==> config.mk <==
export PLATFORM = sky130hd
export DESIGN_NAME = fixed_slot_pool_allocator_core
export DESIGN_NICKNAME = d
export VERILOG_FILES = /design/src/rtl/core/fspa_pkg.sv /design/src/rtl/core/fixed_slot_pool_allocator_core.sv /design/src/rtl/core/fspa_divider.sv /design/src/rtl/core/fspa_store.sv
export SDC_FILE = /design/constraint.sdc
export NUM_CORES = 2
export LEC_CHECK = 0
export BUFFER_PORTS_ARGS = -buffer_cell sky130_fd_sc_hd__buf_2
export CORE_MARGIN = 10
export CORE_UTILIZATION = 59
export CTS_BUF_LIST = sky130_fd_sc_hd__clkbuf_8
export CTS_CLUSTER_DIAMETER = 100
export DETAILED_ROUTE_END_ITERATION = 8
export GPL_TIMING_DRIVEN = 1
export HOLD_SLACK_MARGIN = 0.08
export PLACE_DENSITY = 0.89
export SLEW_MARGIN = 10
export SYNTH_ARGS = -nofsm -noshare
export SYNTH_HDL_FRONTEND = slang
export SYNTH_SLANG_ARGS = --single-unit
==> constraint.sdc <==
create_clock -name clk -period 9.7 [get_ports clk]
set_clock_uncertainty 0.2 [all_clocks]
set_input_delay 1.94 -clock clk [delete_from_list [all_inputs] [get_ports clk]]
set_output_delay 1.94 -clock clk [all_outputs]
set_load 0.01 [all_outputs]
==> src/rtl/core/fspa_pkg.sv <==
// fspa_pkg: shared constants, codes and types of the fixed slot pool allocator.
// Used by fspa_divider, fspa_store and fixed_slot_pool_allocator_core.
package fspa_pkg;

	// address and slot size widths
	localparam int unsigned ADDR_BITS = 32;
	localparam int unsigned SLOT_W    = 17;

	// default sizing of the pool
	localparam int unsigned DEF_POOL_BYTES = 1024;
	localparam int unsigned DEF_MAX_SLOTS  = 256;

	// alignment register
	localparam int unsigned ALIGN_W = 4;
	localparam logic [ALIGN_W-1:0] ALIGN_MIN   = 4'd2;
	localparam logic [ALIGN_W-1:0] ALIGN_MAX   = 4'd10;
	localparam logic [ALIGN_W-1:0] ALIGN_RESET = 4'd4;

	// configuration port
	localparam int unsigned CFG_IDX_W  = 1;
	localparam int unsigned CFG_DATA_W = 32;
	localparam logic [CFG_IDX_W-1:0] CFG_ALIGN_SHIFT = 1'b0;
	localparam logic [CFG_IDX_W-1:0] CFG_POOL_BASE   = 1'b1;

	// stream words
	localparam int unsigned REQ_W      = 16;
	localparam int unsigned NUM_W      = 8;
	localparam int unsigned COUNT_W    = 9;
	localparam int unsigned IN_DATA_W  = 48;
	localparam int unsigned IN_USER_W  = 1;
	localparam int unsigned OUT_DATA_W = 64;

	localparam logic OP_ALLOC = 1'b0;
	localparam logic OP_FREE  = 1'b1;

	typedef enum logic [2:0] {
		ST_OK      = 3'd0,
		ST_ZERO    = 3'd1,
		ST_NOSPACE = 3'd2,
		ST_NOINIT  = 3'd3,
		ST_FOREIGN = 3'd4,
		ST_DOUBLE  = 3'd5
	} status_t;

	typedef enum logic [3:0] {
		S_IDLE,
		S_DECODE,
		S_SETUP_START,
		S_SETUP_WAIT,
		S_ALLOC_CHK,
		S_ALLOC_IDX,
		S_ALLOC_MUL,
		S_ALLOC_ADD,
		S_FREE_SPAN,
		S_FREE_CMP,
		S_FREE_WAIT,
		S_FREE_RD,
		S_FREE_CHK,
		S_DONE
	} state_t;

endpackage

==> src/rtl/core/fixed_slot_pool_allocator_core.sv <==
// fixed_slot_pool_allocator_core: top level of the pool allocator.
// Instantiates fspa_divider and fspa_store; uses fspa_pkg.
//
// Usage: one request word enters on s_axis (tuser = opcode, 0 allocate / 1 free;
// tdata = request size and free address). One result word leaves on m_axis per
// request: status, slot address, slot number and pool occupancy. The first
// nonzero allocate fixes the slot size and runs the slot count division.
// That division is POOL_BYTES / slot size; a free runs one address / slot size
// division. Zero size and free before setup are answered from decode, pool full
// at the free count check, an address past the last slot without a division and
// an address off a slot start once its division is done. All divisions share one
// restoring divider at one bit per cycle, and one request is worked at a time:
// s_axis_tready is high only while idle, from the cycle after the result is
// loaded, so no new request is taken while one is being worked. The result
// register lets the next request be taken while a result word waits; if m_axis
// stalls, the core holds its next finished result until taken. Reset clears the
// pool to uninitialized (no slot size, no slots). Ring and in-use memories need no
// clearing pass: a count of initial indices handed out tells which entries hold
// data. Configuration must be written only while idle; not checked by the core.
module fixed_slot_pool_allocator_core #(
	parameter int unsigned POOL_BYTES = fspa_pkg::DEF_POOL_BYTES,
	parameter int unsigned MAX_SLOTS  = fspa_pkg::DEF_MAX_SLOTS
) (
	input  logic                            clk,
	input  logic                            arst_n,
	input  logic                            cfg_we,
	input  logic [fspa_pkg::CFG_IDX_W-1:0]  cfg_index,
	input  logic [fspa_pkg::CFG_DATA_W-1:0] cfg_data,
	input  logic                            s_axis_tvalid,
	output logic                            s_axis_tready,
	// request_bytes [15:0], free_addr [47:16]
	input  logic [fspa_pkg::IN_DATA_W-1:0]  s_axis_tdata,
	// opcode [0]
	input  logic [fspa_pkg::IN_USER_W-1:0]  s_axis_tuser,
	output logic                            m_axis_tvalid,
	input  logic                            m_axis_tready,
	// status [2:0], slot_addr [34:3], slot_number [42:35], slots_in_use [51:43],
	// slot_total [60:52], pool_full [61], zero [63:62]
	output logic [fspa_pkg::OUT_DATA_W-1:0] m_axis_tdata
);
	import fspa_pkg::*;

	localparam int unsigned IW = $clog2(MAX_SLOTS);
	localparam int unsigned CW = $clog2(MAX_SLOTS + 1);
	localparam int unsigned PW = $clog2(POOL_BYTES + 1);
	localparam logic [IW-1:0] IDX_LAST = IW'(MAX_SLOTS - 1);
	localparam logic [CW-1:0] CNT_MAX  = CW'(MAX_SLOTS);
	localparam logic [ADDR_BITS-1:0] POOL_DIVIDEND = ADDR_BITS'(POOL_BYTES);

	state_t state_q, state_nxt;

	// configuration
	logic [ALIGN_W-1:0]   align_shift_q;
	logic [ADDR_BITS-1:0] pool_base_q;

	// pool state
	logic [SLOT_W-1:0] slot_bytes_q;
	logic [CW-1:0]     slot_count_q;
	logic [CW-1:0]     free_count_q;
	logic [CW-1:0]     init_taken_q;
	logic [IW-1:0]     head_q;
	logic [IW-1:0]     tail_q;

	// request and working registers
	logic                 op_q;
	logic [REQ_W-1:0]     req_q;
	logic [ADDR_BITS-1:0] faddr_q;
	logic [ADDR_BITS-1:0] off_q;
	logic [PW-1:0]        span_q;
	logic [PW-1:0]        prod_q;
	logic [IW-1:0]        idx_q;
	status_t              res_status_q;
	logic [ADDR_BITS-1:0] res_addr_q;
	logic [IW-1:0]        res_num_q;

	logic                  out_valid_q;
	logic [OUT_DATA_W-1:0] out_data_q;

	// control strobes
	logic div_start;
	logic ring_we;
	logic map_we;
	logic map_wdata;

	// divider and store
	logic                 div_done;
	logic [ADDR_BITS-1:0] div_dividend;
	logic [ADDR_BITS-1:0] div_quotient;
	logic [SLOT_W-1:0]    div_remainder;
	logic [IW-1:0]        ring_rdata;
	logic                 map_rdata;

	// combinational helpers
	logic [ALIGN_W-1:0]   sh_clamp;
	logic [SLOT_W-1:0]    al_mask;
	logic [SLOT_W-1:0]    slot_bytes_new;
	logic [CW-1:0]        cnt_new;
	logic                 init_read;
	logic [IW-1:0]        idx_next;
	logic [IW-1:0]        tail_next;
	logic [IW-1:0]        head_next;
	logic [IW+SLOT_W-1:0] prod_full;
	logic [CW+SLOT_W-1:0] span_full;
	logic                 off_outside;
	logic                 slot_in_use;
	logic                 out_load;
	logic [CW+COUNT_W-1:0] in_use_ext;
	logic [CW+COUNT_W-1:0] total_ext;
	logic [IW+NUM_W-1:0]   num_ext;

	assign s_axis_tready = (state_q == S_IDLE);
	assign m_axis_tvalid = out_valid_q;
	assign m_axis_tdata  = out_data_q;

	// slot size on the first allocate: request rounded up to the alignment
	always_comb begin
		if (align_shift_q < ALIGN_MIN) begin
			sh_clamp = ALIGN_MIN;
		end else if (align_shift_q > ALIGN_MAX) begin
			sh_clamp = ALIGN_MAX;
		end else begin
			sh_clamp = align_shift_q;
		end
	end
	assign al_mask        = (SLOT_W'(1) << sh_clamp) - SLOT_W'(1);
	assign slot_bytes_new = ({1'b0, req_q} + al_mask) & ~al_mask;

	assign cnt_new = (div_quotient >= ADDR_BITS'(MAX_SLOTS)) ? CNT_MAX
		: div_quotient[CW-1:0];

	// the first slot_count pops hand out indices 0..count-1 in order
	assign init_read = init_taken_q < slot_count_q;
	assign idx_next  = init_read ? init_taken_q[IW-1:0] : ring_rdata;
	assign head_next = (head_q == IDX_LAST) ? '0 : head_q + 1'b1;
	assign tail_next = (tail_q == IDX_LAST) ? '0 : tail_q + 1'b1;

	assign prod_full = idx_q * slot_bytes_q;
	assign span_full = slot_count_q * slot_bytes_q;

	assign off_outside = off_q >= ADDR_BITS'(span_q);
	// map entries past the handed-out initial indices were never allocated
	assign slot_in_use = (CW'(idx_q) < init_taken_q) && map_rdata;

	assign div_dividend = (state_q == S_SETUP_START) ? POOL_DIVIDEND : off_q;

	assign out_load = !out_valid_q || m_axis_tready;

	assign in_use_ext = {{COUNT_W{1'b0}}, slot_count_q - free_count_q};
	assign total_ext  = {{COUNT_W{1'b0}}, slot_count_q};
	assign num_ext    = {{NUM_W{1'b0}}, res_num_q};

	always_ff @(posedge clk or negedge arst_n) begin
		if (!arst_n) begin
			state_q <= S_IDLE;
		end else begin
			state_q <= state_nxt;
		end
	end

	always_comb begin
		state_nxt = state_q;
		div_start = 1'b0;
		ring_we   = 1'b0;
		map_we    = 1'b0;
		map_wdata = 1'b0;
		case (state_q)
			S_IDLE: begin
				if (s_axis_tvalid) begin
					state_nxt = S_DECODE;
				end
			end
			S_DECODE: begin
				if (op_q == OP_ALLOC) begin
					if (req_q == '0) begin
						state_nxt = S_DONE;
					end else if (slot_bytes_q == '0) begin
						state_nxt = S_SETUP_START;
					end else begin
						state_nxt = S_ALLOC_CHK;
					end
				end else begin
					if (slot_count_q == '0 || slot_bytes_q == '0) begin
						state_nxt = S_DONE;
					end else begin
						state_nxt = S_FREE_SPAN;
					end
				end
			end
			S_SETUP_START: begin
				div_start = 1'b1;
				state_nxt = S_SETUP_WAIT;
			end
			S_SETUP_WAIT: begin
				if (div_done) begin
					state_nxt = S_ALLOC_CHK;
				end
			end
			S_ALLOC_CHK: begin
				state_nxt = (free_count_q == '0) ? S_DONE : S_ALLOC_IDX;
			end
			S_ALLOC_IDX: begin
				state_nxt = S_ALLOC_MUL;
			end
			S_ALLOC_MUL: begin
				map_we    = 1'b1;
				map_wdata = 1'b1;
				state_nxt = S_ALLOC_ADD;
			end
			S_ALLOC_ADD: begin
				state_nxt = S_DONE;
			end
			S_FREE_SPAN: begin
				state_nxt = S_FREE_CMP;
			end
			S_FREE_CMP: begin
				if (off_outside) begin
					state_nxt = S_DONE;
				end else begin
					div_start = 1'b1;
					state_nxt = S_FREE_WAIT;
				end
			end
			S_FREE_WAIT: begin
				if (div_done) begin
					state_nxt = (div_remainder != '0) ? S_DONE : S_FREE_RD;
				end
			end
			S_FREE_RD: begin
				state_nxt = S_FREE_CHK;
			end
			S_FREE_CHK: begin
				if (slot_in_use) begin
					map_we  = 1'b1;
					ring_we = 1'b1;
				end
				state_nxt = S_DONE;
			end
			S_DONE: begin
				if (out_load) begin
					state_nxt = S_IDLE;
				end
			end
			default: begin
				state_nxt = S_IDLE;
			end
		endcase
	end

	// configuration registers
	always_ff @(posedge clk or negedge arst_n) begin
		if (!arst_n) begin
			align_shift_q <= ALIGN_RESET;
			pool_base_q   <= '0;
		end else if (cfg_we) begin
			case (cfg_index)
				CFG_ALIGN_SHIFT: align_shift_q <= cfg_data[ALIGN_W-1:0];
				CFG_POOL_BASE:   pool_base_q   <= cfg_data[ADDR_BITS-1:0];
				default: ;
			endcase
		end
	end

	// pool bookkeeping
	always_ff @(posedge clk or negedge arst_n) begin
		if (!arst_n) begin
			slot_bytes_q <= '0;
			slot_count_q <= '0;
			free_count_q <= '0;
			init_taken_q <= '0;
			head_q       <= '0;
			tail_q       <= '0;
		end else begin
			case (state_q)
				S_DECODE: begin
					if (op_q == OP_ALLOC && req_q != '0 && slot_bytes_q == '0) begin
						slot_bytes_q <= slot_bytes_new;
					end
				end
				S_SETUP_WAIT: begin
					if (div_done) begin
						slot_count_q <= cnt_new;
						free_count_q <= cnt_new;
						head_q       <= '0;
						tail_q       <= (cnt_new >= CNT_MAX) ? '0 : cnt_new[IW-1:0];
					end
				end
				S_ALLOC_IDX: begin
					head_q       <= head_next;
					free_count_q <= free_count_q - 1'b1;
					if (init_read) begin
						init_taken_q <= init_taken_q + 1'b1;
					end
				end
				S_FREE_CHK: begin
					if (slot_in_use) begin
						tail_q       <= tail_next;
						free_count_q <= free_count_q + 1'b1;
					end
				end
				default: ;
			endcase
		end
	end

	// request capture and datapath
	always_ff @(posedge clk) begin
		case (state_q)
			S_IDLE: begin
				op_q    <= s_axis_tuser[0];
				req_q   <= s_axis_tdata[REQ_W-1:0];
				faddr_q <= s_axis_tdata[REQ_W+ADDR_BITS-1:REQ_W];
			end
			S_DECODE: begin
				off_q      <= faddr_q - pool_base_q;
				res_addr_q <= '0;
				res_num_q  <= '0;
				res_status_q <= ST_OK;
				if (op_q == OP_ALLOC) begin
					if (req_q == '0) begin
						res_status_q <= ST_ZERO;
					end
				end else if (slot_count_q == '0 || slot_bytes_q == '0) begin
					res_status_q <= ST_NOINIT;
				end
			end
			S_ALLOC_CHK: begin
				if (free_count_q == '0) begin
					res_status_q <= ST_NOSPACE;
				end
			end
			S_ALLOC_IDX: begin
				idx_q <= idx_next;
			end
			S_ALLOC_MUL: begin
				prod_q <= prod_full[PW-1:0];
			end
			S_ALLOC_ADD: begin
				res_addr_q <= pool_base_q + ADDR_BITS'(prod_q);
				res_num_q  <= idx_q;
			end
			S_FREE_SPAN: begin
				span_q <= span_full[PW-1:0];
			end
			S_FREE_CMP: begin
				if (off_outside) begin
					res_status_q <= ST_FOREIGN;
				end
			end
			S_FREE_WAIT: begin
				if (div_done) begin
					if (div_remainder != '0) begin
						res_status_q <= ST_FOREIGN;
					end
					idx_q <= div_quotient[IW-1:0];
				end
			end
			S_FREE_CHK: begin
				res_num_q <= idx_q;
				if (!slot_in_use) begin
					res_status_q <= ST_DOUBLE;
				end
			end
			default: ;
		endcase
	end

	// result register
	always_ff @(posedge clk or negedge arst_n) begin
		if (!arst_n) begin
			out_valid_q <= 1'b0;
		end else begin
			if (m_axis_tready) begin
				out_valid_q <= 1'b0;
			end
			if (state_q == S_DONE && out_load) begin
				out_valid_q <= 1'b1;
			end
		end
	end

	always_ff @(posedge clk) begin
		if (state_q == S_DONE && out_load) begin
			out_data_q <= {2'b00,
				(free_count_q == '0),
				total_ext[COUNT_W-1:0],
				in_use_ext[COUNT_W-1:0],
				num_ext[NUM_W-1:0],
				res_addr_q,
				res_status_q};
		end
	end

	fspa_divider u_divider (
		.clk       (clk),
		.arst_n    (arst_n),
		.start     (div_start),
		.dividend  (div_dividend),
		.divisor   (slot_bytes_q),
		.done      (div_done),
		.quotient  (div_quotient),
		.remainder (div_remainder)
	);

	fspa_store #(
		.MAX_SLOTS (MAX_SLOTS)
	) u_store (
		.clk        (clk),
		.ring_we    (ring_we),
		.ring_waddr (tail_q),
		.ring_wdata (idx_q),
		.ring_raddr (head_q),
		.ring_rdata (ring_rdata),
		.map_we     (map_we),
		.map_addr   (idx_q),
		.map_wdata  (map_wdata),
		.map_rdata  (map_rdata)
	);

endmodule

==> src/rtl/core/fspa_divider.sv <==
// fspa_divider: restoring divider, one quotient bit per cycle.
// Shared by slot count setup and address to index mapping. Uses fspa_pkg.
module fspa_divider (
	input  logic                          clk,
	input  logic                          arst_n,
	input  logic                          start,
	input  logic [fspa_pkg::ADDR_BITS-1:0] dividend,
	input  logic [fspa_pkg::SLOT_W-1:0]    divisor,
	output logic                          done,
	output logic [fspa_pkg::ADDR_BITS-1:0] quotient,
	output logic [fspa_pkg::SLOT_W-1:0]    remainder
);
	import fspa_pkg::*;

	localparam int unsigned CNT_W = $clog2(ADDR_BITS);
	localparam logic [CNT_W-1:0] CNT_LAST = CNT_W'(ADDR_BITS - 1);

	logic             busy_q;
	logic             done_q;
	logic [CNT_W-1:0] cnt_q;
	logic [ADDR_BITS-1:0] quo_q;
	logic [SLOT_W-1:0]    rem_q;

	logic [SLOT_W:0] trial;
	logic [SLOT_W:0] diff;
	logic            ge;

	// shift the next dividend bit into the partial remainder
	assign trial = {rem_q, quo_q[ADDR_BITS-1]};
	assign diff  = trial - {1'b0, divisor};
	assign ge    = trial >= {1'b0, divisor};

	always_ff @(posedge clk or negedge arst_n) begin
		if (!arst_n) begin
			busy_q <= 1'b0;
			done_q <= 1'b0;
			cnt_q  <= '0;
		end else begin
			done_q <= 1'b0;
			if (start) begin
				busy_q <= 1'b1;
				cnt_q  <= '0;
			end else if (busy_q) begin
				cnt_q <= cnt_q + 1'b1;
				if (cnt_q == CNT_LAST) begin
					busy_q <= 1'b0;
					done_q <= 1'b1;
				end
			end
		end
	end

	always_ff @(posedge clk) begin
		if (start) begin
			quo_q <= dividend;
			rem_q <= '0;
		end else if (busy_q) begin
			quo_q <= {quo_q[ADDR_BITS-2:0], ge};
			rem_q <= ge ? diff[SLOT_W-1:0] : trial[SLOT_W-1:0];
		end
	end

	assign done      = done_q;
	assign quotient  = quo_q;
	assign remainder = rem_q;

endmodule

==> src/rtl/core/fspa_store.sv <==
// fspa_store: free index ring and slot in-use map, both as synchronous memories.
// No reset on contents; the core tracks which entries hold written data. Uses fspa_pkg.
module fspa_store #(
	parameter int unsigned MAX_SLOTS = fspa_pkg::DEF_MAX_SLOTS
) (
	input  logic                         clk,
	input  logic                         ring_we,
	input  logic [$clog2(MAX_SLOTS)-1:0] ring_waddr,
	input  logic [$clog2(MAX_SLOTS)-1:0] ring_wdata,
	input  logic [$clog2(MAX_SLOTS)-1:0] ring_raddr,
	output logic [$clog2(MAX_SLOTS)-1:0] ring_rdata,
	input  logic                         map_we,
	input  logic [$clog2(MAX_SLOTS)-1:0] map_addr,
	input  logic                         map_wdata,
	output logic                         map_rdata
);
	import fspa_pkg::*;

	localparam int unsigned IW = $clog2(MAX_SLOTS);

	logic [IW-1:0] ring_mem [MAX_SLOTS];
	logic          map_mem  [MAX_SLOTS];
	logic [IW-1:0] ring_rd_q;
	logic          map_rd_q;

	always_ff @(posedge clk) begin
		if (ring_we) begin
			ring_mem[ring_waddr] <= ring_wdata;
		end
		ring_rd_q <= ring_mem[ring_raddr];
	end

	always_ff @(posedge clk) begin
		if (map_we) begin
			map_mem[map_addr] <= map_wdata;
		end else begin
			map_rd_q <= map_mem[map_addr];
		end
	end

	assign ring_rdata = ring_rd_q;
	assign map_rdata  = map_rd_q;

endmodule

## Word level (Yosys, flattened, before mapping)

Memories as Yosys holds them, arrays and structs flattened. A register that Yosys moved wholly into a read port is not among the register bits.
Index checks and enable logic that the tools add are counted.

- Flip-flop bits (word level): 373
- Bits in writable memories: 2304
- Bits of input ports: 87
- Output and inout bits: 66
- Logic and storage cells: 180
- Memories: 2

- Add/subtract/negate cells: 12
- Multipliers: 2
- $lt $le $gt $ge: 8
- Equal/unequal tests: 25
- Shift-type cells: 1
- Muxes and demuxes: 64
- Bitwise operators: 4
- Reductions and logical operators: 36

Memories:

| name | depth | width | rd ports | clocked after memory_dff | write ports | RTL line | source |
|---|---|---|---|---|---|---|---|
| u_store.ring_mem | 256 | 8 | 1 | 1 | 1 | fspa_store.sv:21 | `logic [IW-1:0] ring_mem [MAX_SLOTS];` |
| u_store.map_mem | 256 | 1 | 1 | 1 | 1 | fspa_store.sv:22 | `logic map_mem [MAX_SLOTS];` |

Operators by type and width:

| operator | number |
|---|---|
| $mux W32 | 3 |
| $mux W8 | 8 |
| $pmux W32 S2 | 1 |
| $pmux W8 S2 | 4 |
| $pmux W4 S13 | 1 |
| $mux W4 | 9 |
| $add A32 B11 Y32 | 1 |
| $ge A32 B11 Y1 | 1 |
| $ge A32 B9 Y1 const B | 1 |
| $sub A32 B32 Y32 | 1 |
| $mux W3 | 10 |
| $mux W9 | 3 |
| $pmux W9 S3 | 1 |
| $eq A4 B4 Y1 const B | 6 |
| $add A9 B1 Y9 const B | 2 |
| $ge A18 B17 Y1 | 1 |
| $logic_not A9 Y1 | 2 |
| $add A16 B17 Y17 | 1 |
| $and A17 B17 Y17 | 1 |
| $logic_not A17 Y1 | 1 |
| $mul A8 B17 Y11 | 1 |
| $mul A9 B17 Y11 | 1 |
| $mux W1 | 17 |
| $mux W17 | 1 |
| 40 further kinds | 74 |

## Logic depth before layout (Yosys ltp)

- Depth after elaboration: 7
- Mapped depth: 18
- Gate-level depth less buffers: 17

## Hierarchy

From an unflattened synthesis, not the netlist that was laid out.

- Cell total of the unflattened synthesis: 6747
- Area, all modules: 113777.9 um2

By module, submodules not included:

| module | instances | cells each | area each (um2) | sequential area each (um2) |
|---|---|---|---|---|
| fspa_store | 1 | 4605 | 90839.6 | 69376.5 |
| fixed_slot_pool_allocator_core | 1 | 1840 | 19665.1 | 9014.9 |
| fspa_divider | 1 | 302 | 3273.1 | 1476.4 |

## Least setup slack after synthesis

No wires, ideal clock.

- Path type: register -> register
- Start point: register state_q[0]
- End point: memory u_store.map_mem[181] (enable)
- Library setup time: 0.302 ns
- Data arrival time: 8.538 ns
- Required time: 9.198 ns
- Path slack: 0.661 ns
- Cell stages (with the launch flop): 10
- Path buffers: 3
- Period minus slack after synthesis: 9.039 ns
- Cells stage by stage: dfrtp_1 -> clkbuf_1 -> inv_1 -> nand2_1 -> nor2_1 -> nand3b_1 -> buf_2 -> nand3_1 -> clkbuf_1 -> nor2_1

- Longest elaborated chain between the ends: 4
- Elaborated cells on any way between the ends: 5
- Those cells by class: eq/ne: 2; mux: 3

RTL lines:

| what | RTL line | source |
|---|---|---|
| start, declared | fixed_slot_pool_allocator_core.sv:50 | `state_t state_q, state_nxt;` |
| start signal, assigned | fixed_slot_pool_allocator_core.sv:156 | `state_q <= state_nxt;` |
| $eq A4 B4 Y1 / $eq A4 B3 Y1 (equally long branches) | fixed_slot_pool_allocator_core.sv:166 | `case (state_q)` |
| $pmux W1 S2 * | fixed_slot_pool_allocator_core.sv:166 |  |
| $mux W1 * | fspa_store.sv:34 | `if (map_we) begin` |
| $mux W1 (implied by the code) * | fspa_store.sv:35 | `map_mem[map_addr] <= map_wdata;` |
| end, declared | fspa_store.sv:22 |  |

Mark *: on every way between the ends. The rest lies on a longest branch, timed or not.

## Final worst setup path

- Start point: register idx_q[3]
- End point: memory u_store.ring_mem[153][5] in the netlist's numbering (enable)

- Longest elaborated chain between the ends: 6

RTL lines:

| what | RTL line | source |
|---|---|---|
| start, declared | fixed_slot_pool_allocator_core.sv:71 | `logic [IW-1:0] idx_q;` |
| start signal, assigned | fixed_slot_pool_allocator_core.sv:332 | `idx_q <= idx_next;` |
| start signal, assigned | fixed_slot_pool_allocator_core.sv:354 | `idx_q <= div_quotient[IW-1:0];` |
| $lt A8 B9 Y1 | fixed_slot_pool_allocator_core.sv:142 | `assign slot_in_use = (CW'(idx_q) < init_taken_q) && map_rdata;` |
| $logic_and A1 B1 Y1 | fixed_slot_pool_allocator_core.sv:142 |  |
| $mux W1 | fixed_slot_pool_allocator_core.sv:232 | `if (slot_in_use) begin` |
| $mux W1 | fixed_slot_pool_allocator_core.sv:166 |  |
| $mux W1 | fspa_store.sv:27 | `if (ring_we) begin` |
| $mux W1 (implied by the code) | fspa_store.sv:28 | `ring_mem[ring_waddr] <= ring_wdata;` |
| end, declared | fspa_store.sv:21 |  |

Every way passes these cells.

==> key figures <==
Synth
  – Compound-gate portion of the synthesized area: 0.0217
  – Synth area leaders: edfxtp_1 (68%), mux4_2 (15%), dfrtp_1 (2.4%)
  – Xor and xnor fraction of the mapped netlist area: 0.0104
  – Post-synthesis cell count: 6041
  – Mux cell area share after synthesis: 0.161
  – Yosys reg bits: 2686
  – Predominant post-synthesis flop cell: edfxtp_1
  – Yosys top cell area share: 0.682
  – Mapped cell area: 0.112 mm²
  – Yosys warning count: 0
  – Top cell type by total area after synthesis: edfxtp_1
  – Mean area per synthesized cell: 18.6 µm²
  – Asr flop ratio synth: 0.0402
  – Post-synth cell types: 69
  – EDFF count, synth: 2553
  – Sequential area share after synthesis: 0.711
  – Simple-gate share of the synthesized area: 0.0480
  – Main combinational cell family by area after synthesis: multiplexers
  – Post-Synth Adder-Cell Area: 0.0302

STA
  – Final Hold Viols: 0
  – Fmax: 157 MHz
  – Fin worst setup slack: 3.35 ns
  – RSZ-0062 raised after global routing: no
  – Setup TNS: 0 ns
  – Final min period: 6.35 ns
  – Worst slew margin: 0.0927
  – Final setup viols: 0
  – Final Max Tran Viols: 0
  – Final period util: 0.655
  – Worst-Margin Slew: 1.36 ns

Routing
  – Vias: 63500
  – Final ANT Viol Nets: 0
  – 1st-iter DRT viols: 10900
  – Post-DR wirelength/cell: 33.5 µm
  – DRT Wirelength: 308000 µm
  – Via-to-Cell Ratio: 6.92
  – DR pass1 iterations: 9
  – # DRC: 0

GRT
  – Largest net degree at the start of global routing: 268
  – Number of global-route vias before repair: 63200
  – Initial antenna violation count: 15
  – Remaining Overflow, GRT: 0
  – Total Routing Usage GR: 0.290
  – First-pass GRT wire length: 445000 µm

Clock tree
  – CTS Buffer Depth: 4
  – Cell chosen for the clock root: clkbuf_8
  – CTS tree: built
  – Hold Buf Count CTS: 0
  – Clock slew at reported path FFs: 0.07 ns
  – Clock sinks: 2686
  – # Post-CTS Setup Buffers: 0
  – H-tree depth: 5
  – TritonCTS Buffers: 402
  – Clk_lat worst skew: 1.13 ns
  – PostCTS Resize Cnt: 0

Place
  – Port Buf Inserts: 150
  – Post-place setup slack: 3.76 ns
  – Hpwl dp: 188000 µm
  – Routability cong.: 0.959

Finish
  – Final-stage net count: 6675
  – P&R area growth vs syn: 9.65%
  – Layout cells sized above 1: 0.234
  – Most frequent cells in the layout: edfxtp_1 (2553), mux4_2 (765), nor2_1 (646)
  – Fill cell count: 11300
  – Commonest non-fill, non-tap cell in the layout: edfxtp_1

Worst setup path
  – Setup crit end kind: register
  – WP data arrival: 6.87 ns
  – Crit path kind: register to register
  – Crit-path max FO: 150
  – Worst Path Required: 10.22 ns
  – Type of origin of the critical path: register

Die
  – Die outline width: 456 µm
  – Total core area: 0.190 mm²
  – Ports: 153
  – Initial core utilization: 0.592
  – Row count: 160
  – Die area: 0.208 mm²
  – Die H: 456 µm

Power and ir drop
  – Pwr Total: 21.7 mW
  – Peak supply drop: 206 µV
  – P per Cell Area: 176 mW/mm²
  – Lkg Pwr: 30.0 nW

Flow run
  – Max-Cap Viols: 0

Outcome
  – Status: finished, final reports clean

Hold path
  – Hold Crit Class: register to register
logic make-up after synthesis:
family,count (synthesis)
AOI/OAI and AO/OA,395
xor gates and xnor gates,133
adders and majority gates,230
buffers and inverters,524
DFF,2686
muxes,842
other,2
and+or+nand+nor,1229
critical path: stages, from the launching register on:
cell,delay (ns)
edfxtp_1,0.38
buf_12,0.49
ha_1,0.38
a21o_1,0.17
a21o_1,0.19
a21oi_1,0.16
o2111ai_1,0.18
nand2_1,0.98
nand3_2,1.36
nor2_1,1.46
routing by layer:
layer	part of all wire	wire [µm]	track usage
met5	0.00058	180	0.00253
met4	0.068	21100	0.163
met3	0.13	39300	0.0782
met2	0.48	149000	0.463
met1	0.32	98700	0.362
synth_stat cells, drive strengths merged, types with 25 or more instances:
library cell / instances
a21o: 44
mux2i: 34
nand2: 226
nor2: 647
xor2: 37
and2: 59
fa: 68
nand4: 26
mux2: 43
clkbuf: 230
mux4: 765
and3: 39
nand3: 85
dfrtp: 107
xnor2: 96
nor2b: 37
nor3: 31
inv: 206
o21ai: 125
edfxtp: 2553
nor4: 28
buf: 88
dfxtp: 25
a21oi: 104
ha: 162
report_power, final:
| part | total, mW | internal (mW) | switching (mW) |
|---|---|---|---|
| logic | 0.373 | 0.156 | 0.217 |
| registers | 12.6 | 12.5 | 0.0298 |
| clock network | 8.76 | 4.36 | 4.41 |
through the flow:
stage | cell area (µm²) | utilization | hold WS (ns) | cells
6_report | 123000 | 0.649 | 0.201 | 9179
5_1_grt | 123000 | 0.649 | 0.215 | 9172
4_1_cts | 123000 | 0.649 | 0.203 | 9167
3_5_place_dp | 116000 | 0.610 | 0.205 | 8464
3_3_place_gp | 116000 | 0.610 | 0.201 | 8464
2_1_floorplan | 112000 | - | 0.200 | 6048
registers in the layout, summed over array words and instances (netlist names), 16 cells and up:
signal,count
u_store.ring_mem,2048
u_store.map_mem,256
m_axis_tdata,62
faddr_q,32
off_q,32
pool_base_q,32
res_addr_q,32
u_divider.quotient,32
slot_bytes_q,17
u_divider.remainder,17
req_q,16
layout make-up:
cell class | count | area (µm²) | share of cell area
Multi-Input combinational cell | 2838 | 30600 | 0.248
Tap cell | 2511 | 3140 | 0.0255
Timing Repair Buffer | 224 | 1500 | 0.0122
Sequential cell | 2686 | 79900 | 0.648
Clock inverter | 288 | 1610 | 0.0130
Inverter | 206 | 773 | 0.00628
Antenna cell | 11 | 27.5 | 0.000223
Clock buffer | 415 | 5710 | 0.0464
final timing paths:
| check | start | end | slack, ns | cells past startpoint |
|---|---|---|---|---|
| min reg2reg | res_num_q[7] | m_axis_tdata[42] | 0.20 | 0 |
| max in group asynchronous | arst_n | head_q[1] | 7.25 | 2 |
| max reg2reg | idx_q[3] | u_store.ring_mem[153][5] | 3.35 | 9 |
| min in group asynchronous | arst_n | pool_base_q[8] | 0.80 | 1 |
| max | idx_q[3] | u_store.ring_mem[153][5] | 3.35 | 9 |
| min | res_num_q[7] | m_axis_tdata[42] | 0.20 | 0 |
Power figures use the tool's default switching activity.
